**src/rtl/core/wst_pkg.sv**
```systemverilog
// ----------------------------------------------------------------------------
// wst_pkg
// Shared types and constants for the work slot table: operation codes,
// state codes, the packed slot word and the controller/datapath interface.
// ----------------------------------------------------------------------------
package wst_pkg;

  // Default number of slots in the table.
  localparam int SLOTS_DEF = 8;

  // Field widths of one request and one response.
  localparam int FUNC_W      = 3;
  localparam int IDX_W       = 3;
  localparam int CODE_W      = 4;
  localparam int SEQ_W       = 8;
  localparam int STAMP_W     = 32;
  localparam int IN_TDATA_W  = 56;
  localparam int OUT_TDATA_W = 8;

  // Slot state codes with a fixed meaning.
  localparam logic [CODE_W-1:0] ST_FREE    = 4'd0;
  localparam logic [CODE_W-1:0] ST_PENDING = 4'd1;

  // Operation selector codes.
  typedef enum logic [FUNC_W-1:0] {
    FN_ALLOC      = 3'd0,
    FN_SET_STATE  = 3'd1,
    FN_GET_OLDEST = 3'd2,
    FN_FREE       = 3'd3,
    FN_FIND_SEQ   = 3'd4,
    FN_SET_SEQ    = 3'd5
  } func_t;

  // One entry of the slot memory.
  typedef struct packed {
    logic [CODE_W-1:0]  code;
    logic [STAMP_W-1:0] stamp;
    logic [SEQ_W-1:0]   seq;
  } slot_word_t;

  // Controller states.
  typedef enum logic [2:0] {
    CS_IDLE,
    CS_SCAN,
    CS_LAST,
    CS_READ,
    CS_WRITE,
    CS_DONE
  } ctl_state_t;

  // Commands from the controller to the datapath.
  typedef struct packed {
    logic load_req;
    logic rd_scan;
    logic rd_tgt;
    logic wr;
    logic ld_out;
  } cmd_t;

  // Status from the datapath to the controller.
  typedef struct packed {
    logic [FUNC_W-1:0] in_func;
    logic              in_idx_ok;
    logic              scan_last;
    logic              out_free;
  } sts_t;

endpackage

```
**src/rtl/core/wst_ctrl.sv**
```systemverilog
// ----------------------------------------------------------------------------
// wst_ctrl
// Sequencer of the work slot table: walks each request through scan,
// target read, write-back and response phases.
// ----------------------------------------------------------------------------
module wst_ctrl (
  input  logic          clk,
  input  logic          rst_n,
  input  logic          in_tvalid,
  output logic          in_tready,
  input  wst_pkg::sts_t sts,
  output wst_pkg::cmd_t cmd
);

  wst_pkg::ctl_state_t state_r, state_nxt;

  always_ff @(posedge clk) begin
    if (!rst_n) begin
      state_r <= wst_pkg::CS_IDLE;
    end else begin
      state_r <= state_nxt;
    end
  end

  // Next state.
  always_comb begin
    state_nxt = state_r;
    case (state_r)
      wst_pkg::CS_IDLE: begin
        if (in_tvalid) begin
          case (sts.in_func)
            wst_pkg::FN_ALLOC, wst_pkg::FN_GET_OLDEST, wst_pkg::FN_FIND_SEQ: begin
              state_nxt = wst_pkg::CS_SCAN;
            end
            wst_pkg::FN_SET_STATE, wst_pkg::FN_SET_SEQ: begin
              state_nxt = sts.in_idx_ok ? wst_pkg::CS_READ : wst_pkg::CS_DONE;
            end
            wst_pkg::FN_FREE: begin
              state_nxt = sts.in_idx_ok ? wst_pkg::CS_WRITE : wst_pkg::CS_DONE;
            end
            default: begin
              state_nxt = wst_pkg::CS_DONE;
            end
          endcase
        end
      end
      wst_pkg::CS_SCAN: begin
        if (sts.scan_last) begin
          state_nxt = wst_pkg::CS_LAST;
        end
      end
      wst_pkg::CS_LAST:  state_nxt = wst_pkg::CS_WRITE;
      wst_pkg::CS_READ:  state_nxt = wst_pkg::CS_WRITE;
      wst_pkg::CS_WRITE: state_nxt = wst_pkg::CS_DONE;
      wst_pkg::CS_DONE: begin
        if (sts.out_free) begin
          state_nxt = wst_pkg::CS_IDLE;
        end
      end
      default: state_nxt = wst_pkg::CS_IDLE;
    endcase
  end

  // Outputs.
  always_comb begin
    in_tready = 1'b0;
    cmd       = '0;
    case (state_r)
      wst_pkg::CS_IDLE: begin
        in_tready    = 1'b1;
        cmd.load_req = in_tvalid;
      end
      wst_pkg::CS_SCAN:  cmd.rd_scan = 1'b1;
      wst_pkg::CS_READ:  cmd.rd_tgt  = 1'b1;
      wst_pkg::CS_WRITE: cmd.wr      = 1'b1;
      wst_pkg::CS_DONE:  cmd.ld_out  = sts.out_free;
      default: begin
        in_tready = 1'b0;
      end
    endcase
  end

endmodule

```
**src/rtl/core/wst_dp.sv**
```systemverilog
// ----------------------------------------------------------------------------
// wst_dp
// Datapath of the work slot table: request registers, slot memory with
// per-slot valid bits, the scan evaluator and the response register.
// ----------------------------------------------------------------------------
module wst_dp #(
  parameter int SLOTS = wst_pkg::SLOTS_DEF
) (
  input  logic                        clk,
  input  logic                        rst_n,
  input  wst_pkg::cmd_t               cmd,
  output wst_pkg::sts_t               sts,
  input  logic [wst_pkg::FUNC_W-1:0]  in_func,
  input  logic [wst_pkg::IDX_W-1:0]   in_slot_index,
  input  logic [wst_pkg::CODE_W-1:0]  in_state_code,
  input  logic [wst_pkg::SEQ_W-1:0]   in_seq_value,
  input  logic                        in_skip_valid,
  input  logic [wst_pkg::IDX_W-1:0]   in_skip_index,
  input  logic [wst_pkg::STAMP_W-1:0] in_now,
  input  logic                        out_tready,
  output logic                        out_tvalid,
  output logic                        out_found,
  output logic [wst_pkg::IDX_W-1:0]   out_result_index
);

  localparam int IW = (SLOTS > 1) ? $clog2(SLOTS) : 1;

  // Request registers.
  logic [wst_pkg::FUNC_W-1:0]  req_func_r;
  logic [wst_pkg::IDX_W-1:0]   req_idx_r;
  logic [wst_pkg::CODE_W-1:0]  req_code_r;
  logic [wst_pkg::SEQ_W-1:0]   req_seq_r;
  logic                        req_skipv_r;
  logic [wst_pkg::IDX_W-1:0]   req_skip_r;
  logic [wst_pkg::STAMP_W-1:0] req_now_r;

  // Slot memory and valid bits.
  wst_pkg::slot_word_t mem_r [SLOTS];
  logic [SLOTS-1:0]    vld_r;

  // Read port pipeline.
  wst_pkg::slot_word_t rd_word_r;
  logic [IW-1:0]       rd_idx_r;
  logic                rd_vld_r;
  logic                rd_pend_r;

  // Scan state.
  logic [IW-1:0]       cnt_r;
  logic                hit_r;
  logic [IW-1:0]       best_idx_r;
  wst_pkg::slot_word_t best_word_r;

  // Response register.
  logic                      out_valid_r;
  logic                      out_found_r;
  logic [wst_pkg::IDX_W-1:0] out_idx_r;

  logic                is_alloc, is_old, is_find;
  logic [IW-1:0]       idx_w, raddr;
  logic                re;
  wst_pkg::slot_word_t word_w, wword;
  logic                we, set_vld, clr_vld;
  logic [IW-1:0]       waddr;
  logic                skip_hit, take;

  assign is_alloc = (req_func_r == wst_pkg::FN_ALLOC);
  assign is_old   = (req_func_r == wst_pkg::FN_GET_OLDEST);
  assign is_find  = (req_func_r == wst_pkg::FN_FIND_SEQ);

  assign idx_w = IW'(req_idx_r);
  assign re    = cmd.rd_scan | cmd.rd_tgt;
  assign raddr = cmd.rd_scan ? cnt_r : idx_w;

  // An entry that was never written, or was freed, reads as all zero.
  assign word_w   = rd_vld_r ? rd_word_r : '0;
  assign skip_hit = req_skipv_r && (32'(rd_idx_r) == 32'(req_skip_r));

  always_comb begin
    take = 1'b0;
    if (is_alloc) begin
      take = (word_w.code == wst_pkg::ST_FREE) && !hit_r;
    end else if (is_old) begin
      take = (word_w.code == req_code_r) && (!hit_r || (word_w.stamp < best_word_r.stamp));
    end else if (is_find) begin
      take = (word_w.code != wst_pkg::ST_FREE) && (word_w.seq == req_seq_r) &&
             !skip_hit && !hit_r;
    end
  end

  // Write-back of the located or addressed slot.
  always_comb begin
    we      = 1'b0;
    set_vld = 1'b0;
    clr_vld = 1'b0;
    waddr   = idx_w;
    wword   = word_w;
    if (cmd.wr) begin
      case (req_func_r)
        wst_pkg::FN_ALLOC: begin
          we      = hit_r;
          set_vld = hit_r;
          waddr   = best_idx_r;
          wword   = '{code: wst_pkg::ST_PENDING, stamp: best_word_r.stamp,
                      seq: best_word_r.seq};
        end
        wst_pkg::FN_GET_OLDEST: begin
          we      = hit_r;
          set_vld = hit_r;
          waddr   = best_idx_r;
          wword   = '{code: best_word_r.code, stamp: req_now_r, seq: best_word_r.seq};
        end
        wst_pkg::FN_SET_STATE: begin
          we      = 1'b1;
          set_vld = 1'b1;
          wword   = '{code: req_code_r, stamp: req_now_r, seq: word_w.seq};
        end
        wst_pkg::FN_SET_SEQ: begin
          we      = 1'b1;
          set_vld = 1'b1;
          wword   = '{code: word_w.code, stamp: word_w.stamp, seq: req_seq_r};
        end
        wst_pkg::FN_FREE: begin
          clr_vld = 1'b1;
        end
        default: begin
          we = 1'b0;
        end
      endcase
    end
  end

  always_ff @(posedge clk) begin
    if (cmd.load_req) begin
      req_func_r  <= in_func;
      req_idx_r   <= in_slot_index;
      req_code_r  <= in_state_code;
      req_seq_r   <= in_seq_value;
      req_skipv_r <= in_skip_valid;
      req_skip_r  <= in_skip_index;
      req_now_r   <= in_now;
    end
  end

  always_ff @(posedge clk) begin
    if (we) begin
      mem_r[waddr] <= wword;
    end
    if (re) begin
      rd_word_r <= mem_r[raddr];
      rd_idx_r  <= raddr;
      rd_vld_r  <= vld_r[raddr];
    end
    if (rd_pend_r && take) begin
      best_idx_r  <= rd_idx_r;
      best_word_r <= word_w;
    end
    if (cmd.ld_out) begin
      out_found_r <= hit_r;
      out_idx_r   <= hit_r ? wst_pkg::IDX_W'(best_idx_r) : '0;
    end
  end

  always_ff @(posedge clk) begin
    if (!rst_n) begin
      vld_r       <= '0;
      rd_pend_r   <= 1'b0;
      cnt_r       <= '0;
      hit_r       <= 1'b0;
      out_valid_r <= 1'b0;
    end else begin
      rd_pend_r <= re;
      if (set_vld) begin
        vld_r[waddr] <= 1'b1;
      end else if (clr_vld) begin
        vld_r[waddr] <= 1'b0;
      end
      if (cmd.load_req) begin
        cnt_r <= '0;
        hit_r <= 1'b0;
      end else begin
        if (cmd.rd_scan) begin
          cnt_r <= cnt_r + 1'b1;
        end
        if (rd_pend_r && take) begin
          hit_r <= 1'b1;
        end
      end
      if (cmd.ld_out) begin
        out_valid_r <= 1'b1;
      end else if (out_tready) begin
        out_valid_r <= 1'b0;
      end
    end
  end

  assign sts.in_func   = in_func;
  assign sts.in_idx_ok = (32'(in_slot_index) < 32'(SLOTS));
  assign sts.scan_last = (cnt_r == IW'(SLOTS - 1));
  assign sts.out_free  = !out_valid_r || out_tready;

  assign out_tvalid       = out_valid_r;
  assign out_found        = out_found_r;
  assign out_result_index = out_idx_r;

endmodule

```
**src/rtl/core/work_slot_table.sv**
```systemverilog
// ----------------------------------------------------------------------------
// work_slot_table
// Table of work slots (state code, timestamp, sequence byte) serving six
// operations through a request stream and a response stream.
// ----------------------------------------------------------------------------
// Each request on the in_ stream produces exactly one response on the out_
// stream, and requests are handled one at a time. The slot words live in a
// single-port memory with one valid bit per slot, so a slot that was never
// written or was freed reads as all zero without any clearing pass. The one
// memory read port sets the timing: allocate, get-oldest and find-sequence
// read one slot per cycle over every slot, then evaluate the last slot,
// write back and load the response before the next acceptance; set-state
// and set-sequence read, modify and write the addressed slot, free clears
// the slot's valid bit, and an unused selector or an out-of-range slot
// index goes straight to the response. A finished response waits in an output
// register, so the sequencer only stalls when that register is still full.
// Get-oldest compares timestamps as plain unsigned 32-bit values, and on a
// tie the lowest slot index wins. result_index carries the low three bits
// of the located slot and is zero whenever found is zero.
// ----------------------------------------------------------------------------
module work_slot_table #(
  parameter int SLOTS = wst_pkg::SLOTS_DEF
) (
  input  logic                               clk,
  input  logic                               rst_n,
  // in_tdata, from bit 0 up: func[2:0], slot_index[5:3], state_code[9:6],
  // seq_value[17:10], skip_valid[18], skip_index[21:19], now[53:22], zeros.
  input  logic                               in_tvalid,
  output logic                               in_tready,
  input  logic [wst_pkg::IN_TDATA_W-1:0]     in_tdata,
  // out_tdata, from bit 0 up: found[0], result_index[3:1], zeros.
  output logic                               out_tvalid,
  input  logic                               out_tready,
  output logic [wst_pkg::OUT_TDATA_W-1:0]    out_tdata
);

  wst_pkg::cmd_t cmd;
  wst_pkg::sts_t sts;

  logic                      out_found;
  logic [wst_pkg::IDX_W-1:0] out_result_index;

  // The sequencer decides what happens in each cycle; the datapath holds the
  // request, the slot memory and the response.
  wst_ctrl u_ctrl (
    .clk       (clk),
    .rst_n     (rst_n),
    .in_tvalid (in_tvalid),
    .in_tready (in_tready),
    .sts       (sts),
    .cmd       (cmd)
  );

  wst_dp #(
    .SLOTS (SLOTS)
  ) u_dp (
    .clk              (clk),
    .rst_n            (rst_n),
    .cmd              (cmd),
    .sts              (sts),
    .in_func          (in_tdata[2:0]),
    .in_slot_index    (in_tdata[5:3]),
    .in_state_code    (in_tdata[9:6]),
    .in_seq_value     (in_tdata[17:10]),
    .in_skip_valid    (in_tdata[18]),
    .in_skip_index    (in_tdata[21:19]),
    .in_now           (in_tdata[53:22]),
    .out_tready       (out_tready),
    .out_tvalid       (out_tvalid),
    .out_found        (out_found),
    .out_result_index (out_result_index)
  );

  // The top two bits of in_tdata are padding and are not used.
  assign out_tdata = {4'b0000, out_result_index, out_found};

endmodule

```
**config.mk**
```make
export PLATFORM = sky130hd
export DESIGN_NAME = work_slot_table
export DESIGN_NICKNAME = d
export VERILOG_FILES = /design/src/rtl/core/wst_pkg.sv /design/src/rtl/core/wst_ctrl.sv /design/src/rtl/core/wst_dp.sv /design/src/rtl/core/work_slot_table.sv
export SDC_FILE = /design/constraint.sdc
export NUM_CORES = 1
export LEC_CHECK = 0
export BUFFER_PORTS_ARGS = -buffer_cell sky130_fd_sc_hd__buf_2
export CAP_MARGIN = 10
export CORE_ASPECT_RATIO = 0.9
export CORE_MARGIN = 5
export CORE_UTILIZATION = 40
export DETAILED_ROUTE_END_ITERATION = 7
export GPL_TIMING_DRIVEN = 0
export PLACE_DENSITY = 0.53
export REMOVE_ABC_BUFFERS = 1
export SLEW_MARGIN = 10
export SYNTH_ARGS = -nofsm -noshare
export SYNTH_HDL_FRONTEND = slang
export SYNTH_SLANG_ARGS = --single-unit
```
**constraint.sdc**
```tcl
create_clock -name clk -period 16.9 [get_ports clk]
set_input_delay 3.38 -clock clk [delete_from_list [all_inputs] [get_ports clk]]
set_output_delay 3.38 -clock clk [all_outputs]
set_load 0.01 [all_outputs]
```
==> results of run 1 <==
worst register-to-register path, cell delays in order (launching register included):
cell	delay [ns]
edfxtp_1	0.68
buf_16	0.29
buf_16	0.17
nand2_1	0.09
inv_1	0.06
ha_1	0.30
nand4_1	0.26
nor4_1	1.02
o31ai_1	0.38
nand4_1	0.32
a31oi_4	0.31
buf_16	0.28
routing by layer:
metal  vias to the layer above  share of wire
met5                         -              0
met4                         0          0.026
met3                        90          0.044
met2                       313           0.46
met1                      6784           0.47
li1                       6283              -
through the flow:
stage / cell area [um2] / power (mW)
2_1_floorplan: 21200 / 2.01
3_3_place_gp: 22400 / 2.24
3_5_place_dp: 23700 / 2.30
4_1_cts: 25400 / 3.46
5_1_grt: 25400 / 3.58
6_report: 25400 / 3.42
flip-flops by register name (all words and copies together), names as in the netlist, 3 cells and up, named ones only:
name,flops
u_ctrl.state_r,3
u_dp.best_idx_r,3
u_dp.best_word_r,44
u_dp.cnt_r,3
u_dp.idx_w,3
u_dp.mem_r,352
u_dp.out_result_index,3
u_dp.rd_idx_r,3
u_dp.rd_word_r,44
u_dp.req_code_r,4
u_dp.req_func_r,3
u_dp.req_now_r,32
u_dp.req_seq_r,8
u_dp.req_skip_r,3
power groups by stage:
stage	registers [mW]	clock network, mW	logic (mW)
final	1.60	1.15	0.667
after floorplan	1.62	0	0.389
after detailed placement	1.63	0	0.671
after global routing	1.61	1.23	0.737
after CTS	1.60	1.18	0.675
after global placement	1.65	0	0.591
logic make-up after synthesis:
kind of cell	after synthesis	share of synthesized area
AO/OA/AOI/OAI	257	0.0893
XOR/XNOR	11	0.00445
adder cells (fa/ha/maj)	33	0.0191
buffers and inverters	185	0.0363
flip-flops	522	0.716
multiplexers	6	0.00352
other	1	0.000173
AND/OR/NAND/NOR	651	0.131
worst min path at each step:
stage / endpoint / slack [ns] / depth (start not counted)
after floorplan: u_dp.best_idx_r[0]$_DFFE_PP_ / 0.45 / 0
after global routing: u_dp.best_idx_r[2]$_DFFE_PP_ / 0.49 / 0
after global placement: u_dp.best_idx_r[2]$_DFFE_PP_ / 0.46 / 0
after detailed placement: u_dp.best_idx_r[2]$_DFFE_PP_ / 0.46 / 0
after CTS: u_dp.best_idx_r[2]$_DFFE_PP_ / 0.47 / 0
final: u_dp.best_idx_r[2]$_DFFE_PP_ / 0.47 / 0
layout by cell type, fill, tap and decap left out, types with 4 or more instances in the layout:
master,Yosys,layout
edfxtp_1,505,505
nand2_1,423,423
nand3_1,98,98
inv_1,79,79
buf_2,37,63
clkbuf_16,0,56
a311oi_1,45,45
and3_1,44,44
a31o_1,44,44
a22oi_1,34,34
o22ai_1,33,33
ha_1,33,33
buf_16,0,32
nor2_1,30,21
o21ai_0,20,20
a21oi_1,19,19
dfxtp_1,17,17
clkbuf_1,51,15
buf_12,0,15
o21a_1,13,13
and2_1,15,13
clkinv_1,0,11
nor2_4,1,10
clkinv_2,0,10
nand4_1,9,9
a32oi_1,8,8
nand2b_1,7,7
a31oi_1,8,7
xnor2_1,7,7
nor3_1,7,6
a21o_1,6,6
xor2_1,4,4
nor3b_1,4,4
o31a_1,4,4
conb_1,1,4
layout make-up:
class                      count  area, um2
fill                        4632      27900
sequential                   522      15500
multi-input combinational    962       5510
timing repair buffer         115       1550
clock buffer                  72       1470
tap                          697        872
inverter                      81        317
clock inverter                28        223
==> impl_metrics.csv, run 1 <==
group,metric,value,unit
power,clkPwrFrac,0.336,
yosys,synth.distinct_cells,64,
power,p_comb_frac,0.195,
cts,clock-root-buffer,"clkbuf_16",
cts,clock_latency,0.60,ns
setup_path,cp_max_fo,12,
yosys,synth_most_common_cell,"edfxtp_1",
cts,cts_tree,"built",
route,wl_per_cell,22.0,um
place,dp.cells,2377,
global_routing,grt_use_met3,0.0236,
yosys,avgSynthCellArea,13.0,um2
setup_path,cp.depth,2,
setup_path,worstSetupPathType,"flop to output port",
route,remaining_drc_errors,0,
power,netSwitchingFraction,0.278,
floorplan,coreArea,0.0534,mm2
setup_path,worstPathCellList,"nor3_1, buf_2",
sta,max_slew_margin,0.214,
setup_path,crit_end,"in_tready",
sta,worstMarginPinSlew,1.18,ns
cells_and_area,post-route-util,0.477,
global_routing,track_usage,0.183,
sta,rsz0062_at_grt,"false",
setup_path,critPathRequiredTime,13.52,ns
route,vias,13500,
cells_and_area,diodes,0,
power,ir_worst_vdd,82.7,uV
setup_path,critPathCaptureType,"output port",
sta,fin_crit,4.90,ns
worst_hold_path,hp-start,"u_dp.rd_idx_r[2]$_DFFE_PP_",
floorplan,rows,80,
route,drt_iter0_drc,928,
global_routing,grt_pass1_wl,82600,um
sta,finalCritPeriodShare,0.290,
power,p_int,2.47,mW
setup_path,arrival,1.52,ns
setup_path,rrSetupSlack,12.48,ns
place,gp_congestion,0.750,
route,ant_nets,0,
power,p_leak,9.21,nW
cells_and_area,stdcell_count,2477,
floorplan,die_area,0.0589,mm2
sta,maxSlewViolCount,0,
power,powerDensity,134,mW/mm2
global_routing,grt_pass1_vias,13400,
yosys,synth-seq-cells,522,
setup_path,r2r_cells,11,
status,status,"finished, final reports clean",
route,wl,54400,um
sta,skew,0.0179,ns
route,dr.pass1.iters,5,
floorplan,ioPinCount,70,
yosys,synth_area_leaders,"edfxtp_1 70%, nand2_1 7.3%, nand3_1 2.3%, ha_1 1.9%, a311oi_1 1.8%",
setup_path,critPathSlowestCell,"dfxtp_1",
global_routing,met2_usage,0.290,
power,power.switching,951,uW
sta,setup_slack,12.00,ns
floorplan,fp.dieW,255,um
setup_path,critPathMaxStageDelay,0.46,ns
cts,cts-hold-fix-buffers,0,
sta,setup_viol,0,
yosys,synth_top_area_share,0.700,
worst_hold_path,holdCritPathClass,"flop to flop",
cts,cts_buffers,55,
cts,clock_sinks,522,
power,p_seq_frac,0.469,
floorplan,die_y,231,um
job,maxCapViolations,0,
yosys,synth_edf_count,505,
cts,cts.htree.levels,2,
place,hpwl,33700,um
cts,clockBufferDepth,3,
global_routing,antenna_found_initial,0,
global_routing,grt-ovfl-total,0,
global_routing,busiest_layer,"met2",
cts,ctsResizeCount,0,
yosys,synth_top_cell_by_area,"edfxtp_1",
floorplan,initial_core_util,0.406,
global_routing,grt_max_degree,93,
sta,timing.final.hold_violations,0,
cells_and_area,drive_above_1_share,0.119,
sta,max_freq,204,MHz
yosys,async_reset_ff_frac,0,
setup_path,startpoint,"u_ctrl.state_r[2]$_SDFFE_PN0P_",
sta,hold-worst-slack,0.469,ns
yosys,ys_seq_area_frac,0.716,
yosys,synth_common_cells,"505 x edfxtp_1, 423 x nand2_1, 98 x nand3_1",
yosys,synthCells,1666,
setup_path,r2r-end,"u_dp.best_word_r[33]$_DFFE_PP_",
place,port_buffers,63,
yosys,yosys_warnings,0,
setup_path,crit_family,"flip-flops",
cts,clkTransAtPathRegs,0.06,ns
cells_and_area,nets,1830,
setup_path,worst-path-buf-inv,1,
cts,postCtsSetupBuffers,0,
sta,setup_tns,0,ns
route,drt-vias-per-instance,5.44,
yosys,syn-cell-area,0.0217,mm2
cells_and_area,area_growth_syn_to_layout,17.5,%
place,place_ws,12.16,ns
setup_path,startpoint_type,"flop",
global_routing,grtUsageMet1,0.267,
setup_path,r2r-start,"u_dp.rd_vld_r$_DFFE_PP_",
yosys,ys.flop_type,"edfxtp_1",
Power figures use the tool's default switching activity.
==> run 2, diff against run 1 <==
--- a/config.mk
+++ b/config.mk
@@ -5,6 +5,7 @@
 export SDC_FILE = /design/constraint.sdc
 export NUM_CORES = 1
 export LEC_CHECK = 0
+export ABC_AREA = 1
 export BUFFER_PORTS_ARGS = -buffer_cell sky130_fd_sc_hd__buf_2
 export CAP_MARGIN = 10
 export CORE_ASPECT_RATIO = 0.9
@@ -12,7 +13,7 @@
 export CORE_UTILIZATION = 40
 export DETAILED_ROUTE_END_ITERATION = 7
 export GPL_TIMING_DRIVEN = 0
-export PLACE_DENSITY = 0.53
+export PLACE_DENSITY = 0.55
 export REMOVE_ABC_BUFFERS = 1
 export SLEW_MARGIN = 10
 export SYNTH_ARGS = -nofsm -noshare
==> constraint.sdc (replaced) <==
create_clock -name clk -period 4.4 [get_ports clk]
set_input_delay 0.88 -clock clk [delete_from_list [all_inputs] [get_ports clk]]
set_output_delay 0.88 -clock clk [all_outputs]
set_load 0.01 [all_outputs]
==> run 2 against run 1 <==
Die area decreased by 1.4%. Area after synthesis is 1.4% lower. Worst setup slack lost 12 ns. Utilization down 0.97 points. Routed wire length shrank 3.9%. Clock-buffer cell count fell by 6. Sequential power rose to 4.1 times the previous value. Combinational power grew to 6.6 times the previous value. Flip-flop and latch count unchanged. Critical endpoint is now u_dp.best_word_r[11]$_DFFE_PP_.
==> impl_metrics.csv, run 2 <==
group,metric,value,unit
place,gp_congestion,0.774,
power,netSwitchingFraction,0.331,
yosys,ys_seq_area_frac,0.726,
worst_hold_path,holdCritPathClass,"primary input to flop",
cts,clkTransAtPathRegs,0.06,ns
setup_path,worst-path-buf-inv,6,
cells_and_area,stdcell_count,2523,
global_routing,track_usage,0.177,
route,wl_per_cell,20.7,um
status,status,"finished, final reports clean",
cells_and_area,multi_input_area,0.00500,mm2
sta,worstMarginPinSlew,1.09,ns
cts,clock_sinks,522,
setup_path,rrSetupSlack,0.25,ns
global_routing,antenna_found_initial,0,
setup_path,startpoint_type,"flop",
sta,fin_crit,4.15,ns
cells_and_area,diodes,0,
power,p_comb_frac,0.285,
floorplan,die_area,0.0581,mm2
setup_path,r2r-start,"u_dp.rd_vld_r$_DFFE_PP_",
sta,hold-worst-slack,0.449,ns
sta,setup_viol,0,
yosys,syn-cell-area,0.0213,mm2
power,p_seq_frac,0.423,
sta,maxSlewViolCount,0,
place,dp.cells,2424,
power,p_int,10.3,mW
cells_and_area,mostFrequentLayoutCells,"505 x edfxtp_1, 264 x nand2_1, 211 x nor2_1",
sta,timing.final.hold_violations,0,
worst_hold_path,holdPathEnd,"u_dp.req_now_r[26]$_DFFE_PP_",
power,clkPwrFrac,0.291,
cts,cts_tree,"built",
yosys,synth_edf_count,505,
worst_hold_path,hold_path_depth,1,
yosys,yosys_warnings,0,
sta,setup_tns,0,ns
place,hpwl,30500,um
yosys,avgSynthCellArea,12.4,um2
cts,ctsResizeCount,0,
cells_and_area,regMostFlops,"u_dp.mem_r",
cells_and_area,nFillCells,4599,
yosys,synth_common_cells,"505 x edfxtp_1, 265 x nand2_1, 221 x nor2_1",
cells_and_area,register_area,0.0155,mm2
setup_path,worstPathCellList,"buf_8, buf_16, buf_16, nand2_1, inv_1, ha_1, nand2_1, nor2_1, nand4_1, nor4_1, nand2_1, nand2_1, nand2_1, nand2_1, nand2_1, nand2_1, inv_2, buf_12",
setup_path,critPathSlowestCell,"edfxtp_1",
power,p_leak,9.00,nW
sta,finalCritPeriodShare,0.943,
cts,clockBufferDepth,3,
global_routing,grt_max_degree,128,
cts,clock-root-buffer,"clkbuf_16",
job,maxCapViolations,0,
sta,max_slew_margin,0.272,
setup_path,cp.depth,18,
route,dr.pass1.iters,5,
setup_path,arrival,4.49,ns
yosys,ys.flop_type,"edfxtp_1",
setup_path,cp_max_fo,26,
yosys,synth-seq-cells,522,
place,port_buffers,63,
cts,cts.htree.levels,2,
power,p_total,15.4,mW
sta,rsz0062_at_grt,"false",
cts,cts-hold-fix-buffers,0,
sta,skew,0.0255,ns
floorplan,coreArea,0.0530,mm2
route,drt_iter0_drc,1167,
floorplan,die_y,229,um
setup_path,r2r_cells,18,
cells_and_area,largest_reg_flops,352,
cells_and_area,reg_top3,"u_dp.mem_r x352, u_dp.best_word_r x44, u_dp.rd_word_r x44",
cells_and_area,nets,1876,
power,power.switching,5.11,mW
floorplan,ioPinCount,70,
yosys,synth_area_leaders,"edfxtp_1 71%, nand2_1 4.7%, o21ai_0 4.4%, nor2_1 3.9%, o22ai_1 3.7%",
yosys,async_reset_ff_frac,0,
cts,postCtsSetupBuffers,0,
setup_path,critPathCaptureType,"flop",
setup_path,r2r-end,"u_dp.best_word_r[11]$_DFFE_PP_",
global_routing,grt_pass1_wl,79700,um
route,wl,52300,um
yosys,synth.distinct_cells,41,
floorplan,initial_core_util,0.403,
yosys,synth_most_common_cell,"edfxtp_1",
route,vias,13400,
power,powerDensity,625,mW/mm2
route,remaining_drc_errors,0,
global_routing,grt_pass1_vias,13400,
yosys,synth_top_area_share,0.710,
yosys,synth_top_cell_by_area,"edfxtp_1",
setup_path,critPathMaxStageDelay,0.63,ns
cts,clock_latency,0.60,ns
sta,max_freq,241,MHz
setup_path,cp_common_cell,"nand2_1",
setup_path,worstSetupPathType,"flop to flop",
setup_path,critPathRequiredTime,4.74,ns
setup_path,crit_family,"simple AND/OR/NAND/NOR gates",
route,ant_nets,0,
global_routing,grt-ovfl-total,0,
route,drt-vias-per-instance,5.31,
cts,cts_buffers,54,
floorplan,rows,80,
floorplan,fp.dieW,254,um
cells_and_area,area_growth_syn_to_layout,15.9,%
cells_and_area,drive_above_1_share,0.111,
power,ir_worst_vdd,341,uV
cells_and_area,final_common_cell,"edfxtp_1",
worst_hold_path,hp-start,"in_tdata[48]",
yosys,synthCells,1717,
[run 2: worst reg2reg max path, stage by stage, from the launching register on]
cell and delay [ns]:
edfxtp_1 0.63, buf_8 0.26, buf_16 0.16, buf_16 0.17, nand2_1 0.09, inv_1 0.06
ha_1 0.29, nand2_1 0.06, nor2_1 0.17, nand4_1 0.34, nor4_1 0.51, nand2_1 0.10
nand2_1 0.14, nand2_1 0.07, nand2_1 0.11, nand2_1 0.06, nand2_1 0.09, inv_2 0.26
buf_12 0.28
[run 2: worst max path at each step]
stage,start,endpoint,slack (ns)
floorplan,u_ctrl.state_r[0]$_SDFFE_PN0P_,u_dp.rd_vld_r$_DFFE_PP_,0.22
global placement,u_ctrl.state_r[0]$_SDFFE_PN0P_,u_dp.rd_word_r[26]$_DFFE_PP_,-5.01
finish,u_dp.rd_vld_r$_DFFE_PP_,u_dp.best_word_r[11]$_DFFE_PP_,0.25
detailed placement,u_dp.rd_vld_r$_DFFE_PP_,u_dp.best_word_r[10]$_DFFE_PP_,0.37
CTS,u_dp.rd_vld_r$_DFFE_PP_,u_dp.best_word_r[8]$_DFFE_PP_,0.37
global route,u_dp.rd_vld_r$_DFFE_PP_,u_dp.best_word_r[12]$_DFFE_PP_,0.14
[run 2: cell type report]
cell class | instances | area share
Timing Repair Buffer | 97 | 0.0455
Clock inverter | 33 | 0.0124
Multi-Input combinational cell | 976 | 0.202
Clock buffer | 66 | 0.0573
Tap cell | 697 | 0.0353
Inverter | 132 | 0.0206
Sequential cell | 522 | 0.627
[run 2: cells by family (layout without fill, tap and decap cells)]
kind of cell    Yosys count  count (layout)  synth area share
other cells               1               4          0.000176
fa+ha+maj                33              33            0.0193
buf+inv                 222             328            0.0448
xor+xnor                  4               4           0.00164
simple gates            522             522            0.0966
compound gates          413             413             0.111
flops                   522             522             0.726
[run 2: power groups by stage]
stage | Clock (mW) | Combinational [mW] | Sequential, mW
6_report | 4.50 | 4.40 | 6.54
5_1_grt | 4.80 | 4.91 | 6.57
3_5_place_dp | 0 | 4.42 | 6.64
4_1_cts | 4.60 | 4.43 | 6.54
2_1_floorplan | 0 | 2.67 | 6.60
3_3_place_gp | 0 | 4.01 | 6.73
[run 2: metrics by stage]
stage	setup WS [ns]	instance area (um2)	util
after floorplan	0.221	20900	-
after global placement	-5.01	22100	0.417
after detailed placement	0.372	23000	0.435
after CTS	0.368	24700	0.467
after global routing	0.141	24700	0.467
final	0.252	24700	0.467
[run 2: layer usage]
| metal | up-vias | share of wire | track usage |
|---|---|---|---|
| met5 | - | 0 | 0 |
| met4 | 0 | 0.016 | 0.0427 |
| met3 | 68 | 0.051 | 0.0276 |
| met2 | 335 | 0.49 | 0.300 |
| met1 | 6683 | 0.44 | 0.240 |
| li1 | 6314 | - | - |
